[config.mk]
export PLATFORM = sky130hd
export DESIGN_NAME = ordered_list_insert_search_delete
export DESIGN_NICKNAME = d
export VERILOG_FILES = /design/src/rtl/olisd_pkg.sv /design/src/rtl/olisd_front.sv /design/src/rtl/olisd_back.sv /design/src/rtl/ordered_list_insert_search_delete.sv
export SDC_FILE = /design/constraint.sdc
export NUM_CORES = 1
export LEC_CHECK = 0
export ABC_AREA = 1
export BUFFER_PORTS_ARGS = -buffer_cell sky130_fd_sc_hd__buf_2
export CAP_MARGIN = 0
export CORE_MARGIN = 2
export CORE_UTILIZATION = 50
export DETAILED_ROUTE_END_ITERATION = 8
export PLACE_DENSITY = 0.73
export SLEW_MARGIN = 0
export SYNTH_ARGS = -nofsm -noshare
export SYNTH_HDL_FRONTEND = slang
export SYNTH_SLANG_ARGS = --single-unit
[constraint.sdc]
create_clock -name clk -period 6.4 [get_ports clk]
set_input_delay 0.64 -clock clk [delete_from_list [all_inputs] [get_ports clk]]
set_output_delay 0.64 -clock clk [all_outputs]
set_load 0.02 [all_outputs]
[src/rtl/olisd_pkg.sv]
// Shared types, codes and defaults for the ordered list block.
`timescale 1ns / 1ps
package olisd_pkg;

  localparam int CAP_DEFAULT = 16;
  localparam int LEN_W = 5;

  // Request operation codes.
  localparam logic [1:0] OP_INS_FRONT = 2'd0;
  localparam logic [1:0] OP_INS_BACK  = 2'd1;
  localparam logic [1:0] OP_SEARCH    = 2'd2;
  localparam logic [1:0] OP_DELETE    = 2'd3;

  // Result status codes.
  localparam logic [1:0] ST_DONE    = 2'd0;
  localparam logic [1:0] ST_FULL    = 2'd1;
  localparam logic [1:0] ST_NOMATCH = 2'd2;

  typedef struct packed {
    logic [1:0]         op;
    logic signed [31:0] value;
  } req_t;

  typedef struct packed {
    logic [1:0]       status;
    logic             found;
    logic [LEN_W-1:0] length;
  } rsp_t;

  // Decoded request as it travels from the front part to the back part.
  typedef struct packed {
    logic               ins;
    logic               at_front;
    logic               del;
    logic signed [31:0] value;
  } cmd_t;

endpackage

[src/rtl/olisd_front.sv]
// Front part: accepts requests, decodes them and queues them for the back part.
`timescale 1ns / 1ps
module olisd_front
  import olisd_pkg::*;
(
  input  logic clk,
  input  logic rst,
  input  logic req_valid,
  output logic req_stall,
  input  req_t req,
  output logic cmd_valid,
  input  logic cmd_take,
  output cmd_t cmd
);

  cmd_t       q [2];
  logic       wr_ptr;
  logic       rd_ptr;
  logic [1:0] fill;
  cmd_t       dec;
  logic       push;
  logic       pop;

  always_comb begin
    dec = '0;
    dec.value = req.value;
    case (req.op)
      OP_INS_FRONT: begin
        dec.ins = 1'b1;
        dec.at_front = 1'b1;
      end
      OP_INS_BACK: begin
        dec.ins = 1'b1;
      end
      OP_DELETE: begin
        dec.del = 1'b1;
      end
      default: begin
        // Search: neither insert nor delete.
      end
    endcase
  end

  assign req_stall = (fill == 2'd2);
  assign push = req_valid && !req_stall;
  assign cmd_valid = (fill != 2'd0);
  assign pop = cmd_valid && cmd_take;
  assign cmd = q[rd_ptr];

  always_ff @(posedge clk) begin
    if (push) begin
      q[wr_ptr] <= dec;
    end
  end

  always_ff @(posedge clk) begin
    if (rst) begin
      wr_ptr <= 1'b0;
      rd_ptr <= 1'b0;
      fill <= 2'd0;
    end else begin
      if (push) begin
        wr_ptr <= ~wr_ptr;
      end
      if (pop) begin
        rd_ptr <= ~rd_ptr;
      end
      if (push && !pop) begin
        fill <= fill + 2'd1;
      end else if (pop && !push) begin
        fill <= fill - 2'd1;
      end
    end
  end

endmodule

[src/rtl/olisd_back.sv]
// Back part: list memory, scan and shift sequencer, and the result register.
`timescale 1ns / 1ps
module olisd_back
  import olisd_pkg::*;
#(
  parameter int CAPACITY = CAP_DEFAULT
)
(
  input  logic clk,
  input  logic rst,
  input  logic cmd_valid,
  output logic cmd_take,
  input  cmd_t cmd,
  output logic rsp_valid,
  input  logic rsp_stall,
  output rsp_t rsp
);

  localparam int IW = (CAPACITY > 1) ? $clog2(CAPACITY) : 1;
  localparam int CW = $clog2(CAPACITY + 1);
  localparam logic [IW:0]   CAP_W = (IW + 1)'(CAPACITY);
  localparam logic [CW-1:0] CAP_C = CW'(CAPACITY);

  localparam logic [1:0] S_IDLE  = 2'd0;
  localparam logic [1:0] S_SCAN  = 2'd1;
  localparam logic [1:0] S_SHIFT = 2'd2;
  localparam logic [1:0] S_FIN   = 2'd3;

  logic [31:0]   mem [CAPACITY];
  logic [31:0]   rd_data;
  logic [IW-1:0] rd_addr;
  logic          wr_en;
  logic [IW-1:0] wr_addr;
  logic [31:0]   wr_data;

  logic [1:0]    state;
  cmd_t          cur;
  logic [IW-1:0] head;
  logic [CW-1:0] count;
  logic [CW-1:0] idx;
  logic          rd_vld;
  logic [IW-1:0] rd_tag;
  logic          hit;

  logic          issue;
  logic          match;
  logic          full;
  logic          out_free;
  logic          finish;
  logic          do_ins;
  logic [IW-1:0] head_dec;
  logic [CW-1:0] count_after;

  // Logical position to physical address in the circular store.
  function automatic logic [IW-1:0] phys(input logic [IW-1:0] base, input logic [IW-1:0] off);
    logic [IW:0] sum;
    sum = {1'b0, base} + {1'b0, off};
    if (sum >= CAP_W) begin
      sum = sum - CAP_W;
    end
    return sum[IW-1:0];
  endfunction

  assign issue = (idx < count);
  assign match = rd_vld && (rd_data == cur.value);
  assign full = (count == CAP_C);
  assign out_free = !rsp_valid || !rsp_stall;
  assign finish = (state == S_FIN) && out_free;
  assign do_ins = cur.ins && !full;
  assign head_dec = (head == '0) ? IW'(CAPACITY - 1) : head - 1'b1;
  assign count_after = (finish && do_ins) ? count + 1'b1 : count;
  assign cmd_take = (state == S_IDLE) && cmd_valid;
  assign rd_addr = phys(head, idx[IW-1:0]);

  always_comb begin
    wr_en = 1'b0;
    wr_addr = phys(head, rd_tag);
    wr_data = rd_data;
    if (state == S_SHIFT && rd_vld) begin
      wr_en = 1'b1;
    end else if (finish && do_ins) begin
      wr_en = 1'b1;
      wr_addr = cur.at_front ? head_dec : phys(head, count[IW-1:0]);
      wr_data = cur.value;
    end
  end

  always_ff @(posedge clk) begin
    if (wr_en) begin
      mem[wr_addr] <= wr_data;
    end
    rd_data <= mem[rd_addr];
  end

  always_ff @(posedge clk) begin
    if (cmd_take) begin
      cur <= cmd;
    end
  end

  always_ff @(posedge clk) begin
    if (rst) begin
      state <= S_IDLE;
      head <= '0;
      count <= '0;
      idx <= '0;
      rd_vld <= 1'b0;
      rd_tag <= '0;
      hit <= 1'b0;
    end else begin
      case (state)
        S_IDLE: begin
          idx <= '0;
          rd_vld <= 1'b0;
          if (cmd_valid) begin
            state <= S_SCAN;
          end
        end
        S_SCAN: begin
          // Reads are issued one ahead of the compare.
          if (match) begin
            hit <= 1'b1;
            rd_vld <= 1'b0;
            if (cur.del) begin
              idx <= CW'(rd_tag) + 1'b1;
              rd_tag <= rd_tag;
              state <= S_SHIFT;
            end else begin
              state <= S_FIN;
            end
          end else if (!issue && !rd_vld) begin
            hit <= 1'b0;
            state <= S_FIN;
          end else begin
            if (issue) begin
              idx <= idx + 1'b1;
            end
            rd_vld <= issue;
            rd_tag <= idx[IW-1:0];
          end
        end
        S_SHIFT: begin
          // Each entry behind the removed one moves one place to the front.
          if (!issue && !rd_vld) begin
            count <= count - 1'b1;
            state <= S_FIN;
          end else begin
            if (issue) begin
              idx <= idx + 1'b1;
              rd_tag <= idx[IW-1:0] - 1'b1;
            end
            rd_vld <= issue;
          end
        end
        default: begin
          if (out_free) begin
            if (do_ins) begin
              count <= count + 1'b1;
              if (cur.at_front) begin
                head <= head_dec;
              end
            end
            state <= S_IDLE;
          end
        end
      endcase
    end
  end

  always_ff @(posedge clk) begin
    if (finish) begin
      if (cur.ins) begin
        rsp.status <= full ? ST_FULL : ST_DONE;
      end else begin
        rsp.status <= hit ? ST_DONE : ST_NOMATCH;
      end
      rsp.found <= hit;
      rsp.length <= LEN_W'(count_after);
    end
  end

  always_ff @(posedge clk) begin
    if (rst) begin
      rsp_valid <= 1'b0;
    end else if (finish) begin
      rsp_valid <= 1'b1;
    end else if (!rsp_stall) begin
      rsp_valid <= 1'b0;
    end
  end

endmodule

[src/rtl/ordered_list_insert_search_delete.sv]
// Top level of the bounded ordered list: front decode queue and back sequencer.
//
//   channel  valid      stall      payload  meaning
//   request  req_valid  req_stall  req      op and value, accepted when valid && !stall
//   result   rsp_valid  rsp_stall  rsp      status, found, length, one per request
//
// A request passes through the back part in order: it is taken from the queue, the
// scan runs through the list memory (one read port, one entry per cycle, each read
// registered ahead of its compare), and the request finishes. A match ends the scan
// early, and an empty list ends it before any compare.
// A delete that matches then moves the entries behind it forward, one place each,
// with no moves when it removes the last entry.
// Reset clears the length and pointers; the list memory itself is not cleared.
// The two-entry request queue keeps taking requests while a result waits on rsp_stall,
// until both of its entries are taken.
`timescale 1ns / 1ps
module ordered_list_insert_search_delete
  import olisd_pkg::*;
#(
  parameter int CAPACITY = CAP_DEFAULT
)
(
  input  logic clk,
  input  logic rst,
  input  logic req_valid,
  output logic req_stall,
  input  req_t req,
  output logic rsp_valid,
  input  logic rsp_stall,
  output rsp_t rsp
);

  logic cmd_valid;
  logic cmd_take;
  cmd_t cmd;

  olisd_front u_front (
    .clk       (clk),
    .rst       (rst),
    .req_valid (req_valid),
    .req_stall (req_stall),
    .req       (req),
    .cmd_valid (cmd_valid),
    .cmd_take  (cmd_take),
    .cmd       (cmd)
  );

  olisd_back #(
    .CAPACITY (CAPACITY)
  ) u_back (
    .clk       (clk),
    .rst       (rst),
    .cmd_valid (cmd_valid),
    .cmd_take  (cmd_take),
    .cmd       (cmd),
    .rsp_valid (rsp_valid),
    .rsp_stall (rsp_stall),
    .rsp       (rsp)
  );

endmodule
==> summary.txt <==
Final cycle utilization of the critical path: 0.676
Netlist cell types: 46
Core area: 56200 um^2
Total GRT Usage: 0.214
Global-route wire length before repair: 96900 um
Kind of start point of the critical path: register
Design area: 31800 um^2
Crit-path max cell delay: 1.22 ns
Most frequent cells in the layout: 625 x edfxtp_1, 368 x nand2_1, 230 x o21ai_0, 227 x inv_1, 197 x a21oi_1
Root buffer cell: clkbuf_16
Rel. slew slack: 0.0421
CP max-delay cell: fa_4
Final core occ: 0.566
Largest net degree at the start of global routing: 113
Crit. End Element: register
Sequential power share: 0.483
Clock Sink Count: 684
CP bufs+invs: 3
Net switching power: 3250 uW
Synth Area per Inst: 12.5 um^2
Required time of the critical path: 6.91 ns
DRC violations left: 0
CTS tree: built
Starting DRT DRC Count: 1807
Post-synth top flop: edfxtp_1
Actual slew at the worst max-slew pin: 1.43 ns
Crit-path max FO: 79
Max-cap violations: 0
Synth Instances: 2270
Post-Syn Nets: 2338
Clock Path Buffers: 3
Via count: 17396
Fin. max-slew vios: 0
Crit path cell chain: ha_4, inv_1, fa_4, clkinv_2, buf_4, o211ai_1, a21oi_1, a31oi_1
Internal: 8470 uW
CTS Hold Bufs: 0
Cell area after synthesis: 28300 um^2
R2R Setup Slk: 2.08 ns
Hold/Removal Path Class: input pin to register
Commonest non-fill, non-tap cell in the layout: edfxtp_1
Post-CTS sizing: 0
Power Density: 368 nW/um^2
Synth Warn #: 0
Dpl hpwl: 37700 um
Die width: 242 um
Total Wirelength: 63100 um
Final setup fails: 0
Setup_tns: 0 ns
#FFs+latches synth: 684
Number of global-route vias before repair: 16885
Initial Util: 0.505
Post-CTS setup buffer count: 0
Gr ovfl total: 0
FF/Latch Area: 19900 um^2
Placed cell area: 29500 um^2
Status: completed
WL per Instance: 20.3 um
Std-Cell Rows: 87
Fillers: 4446
Static leakage: 0.0114 uW
Gate power share: 0.166
Synth-to-layout area growth: 12.2%
Crit path max-delay family: buffers and inverters
Count of flip-flops with a built-in enable after synthesis: 625
Peak supply drop: 0.000302 V
Initial antenna violation count: 0
Num CTS Buffers: 68
Vias/cell: 5.59
Async S/R FF share, synth: 0
Arr. time, crit path: 4.84 ns
CP Class: register to register
Final clock skew: 0.0308 ns
Switch share: 0.277
Clk slew on worst S/H paths: 0.06 ns
Sequential area share after synthesis: 0.704
GPL Wtd Cong: 0.938
Final hold vios: 0
Die area: 58600 um^2
F_max: 231 MHz
TritonRoute pass-1 iters: 6
Ratio of cells with drive above 1 in the final layout: 0.0950
RSZ-0062 raised after global routing: no
Fin nets: 2372
H-Tree Depth: 3
PortBufs: 47
Worst-Skew Late Latency: 0.60 ns
Multi-input logic area: 7190 um^2
Die Span Y: 242 um
# IOs: 48
Power share of the clock group: 0.351
Routed Antenna Nets: 0
Final Critical Period: 4.32 ns
sequential cells by signal, indices dropped and copies added, names as in the netlist:
| register | count |
|---|---|
| u_back.count | 5 |
| u_front.rd_ptr | 1 |
| u_back.rd_tag | 4 |
| u_back.state | 2 |
| u_back.rd_vld | 1 |
| u_back.hit | 1 |
| u_back.rd_data | 32 |
| u_front.q | 70 |
| u_front.wr_ptr | 1 |
| u_back.rsp_valid | 1 |
| u_front.fill | 2 |
| u_back.mem | 512 |
| u_back.idx | 5 |
| u_back.head | 4 |
| u_back.rsp | 8 |
| u_back.cur | 35 |
power by group through the flow:
stage,Combinational (uW),Sequential [uW],Clock (uW)
2_1_floorplan,1320,5670,0
3_3_place_gp,1870,5730,0
3_5_place_dp,1920,5740,0
4_1_cts,1940,5650,4170
5_1_grt,2150,5680,4330
6_report,1940,5650,4120
routing by layer:
| metal | part of all wire | wire length [um] | track usage | vias up |
|---|---|---|---|---|
| met4 | 0.024 | 1490 | 0.0677 | 0 |
| li1 | - | - | - | 8124 |
| met3 | 0.082 | 5160 | 0.0342 | 106 |
| met1 | 0.43 | 27200 | 0.304 | 8464 |
| met5 | 0 | 0 | 0 | - |
| met2 | 0.46 | 29300 | 0.340 | 702 |
cell usage after synthesis, types with 2 or more instances:
library cell / number / area (um^2)
edfxtp_1: 625 / 18800
nand2_1: 368 / 1380
o21ai_0: 246 / 1230
inv_1: 228 / 856
a21oi_1: 198 / 991
mux2i_1: 128 / 1280
clkbuf_1: 70 / 263
nor2_1: 64 / 240
o211ai_1: 64 / 480
dfxtp_1: 59 / 1180
a31oi_1: 33 / 206
ha_1: 27 / 338
nand3_1: 26 / 130
buf_2: 22 / 110
xor2_1: 20 / 175
xnor2_1: 14 / 123
nand4_1: 13 / 81.3
buf_4: 10 / 75.1
buf_1: 9 / 33.8
nor3_1: 6 / 30.0
nand2_2: 4 / 25.0
fa_1: 3 / 60.1
inv_2: 3 / 11.3
o21ai_1: 3 / 15.0
a211oi_1: 2 / 15.0
a21o_1: 2 / 15.0
nand2_4: 2 / 22.5
nand3_2: 2 / 20.0
o21ai_2: 2 / 17.5
area by class of cell:
cell class,count,share of cell area
diodes,1,0.0000787
clock inverters,29,0.0127
repair buffers,77,0.0153
well taps,756,0.0297
multi-input cells,1238,0.226
inverters,235,0.0282
flip-flops and latches,684,0.627
clock buffers,94,0.0605
through the flow:
step	setup slack [ns]	cells	hold slack, ns	total power, uW
4_1_cts	2.14	3113	0.192	11800
5_1_grt	1.86	3113	0.203	12200
3_5_place_dp	2.19	2990	0.447	7660
3_3_place_gp	2.29	2990	0.447	7610
6_report	2.08	3114	0.224	11700
2_1_floorplan	2.86	2270	0.431	6980
worst paths after layout:
path / cells past startpoint / start / endpoint
min reg2reg: 0 / u_back.hit / u_back.rsp[5]
max reg2reg: 8 / u_back.idx[0] / u_back.rd_data[26]
min: 1 / req[3] / u_front.q[1][3]
max: 8 / u_back.idx[0] / u_back.rd_data[26]
cell families after synthesis:
kind of cell / after synthesis / synth area share
compound gates: 552 / 0.106
simple gates: 494 / 0.0712
xor+xnor: 34 / 0.0105
fa+ha+maj: 30 / 0.0140
mux: 128 / 0.0452
flops: 684 / 0.704
buf+inv: 348 / 0.0495
worst reg2reg max path: cells and delay by family (launching register included):
family                     cells  cell delay [ns]
buffers and inverters          3             1.55
AOI/OAI and AO/OA              3             0.77
adders and majority gates      2             1.41
DFF                            1             0.53
No activity file was read; power rests on OpenSTA's default activity.
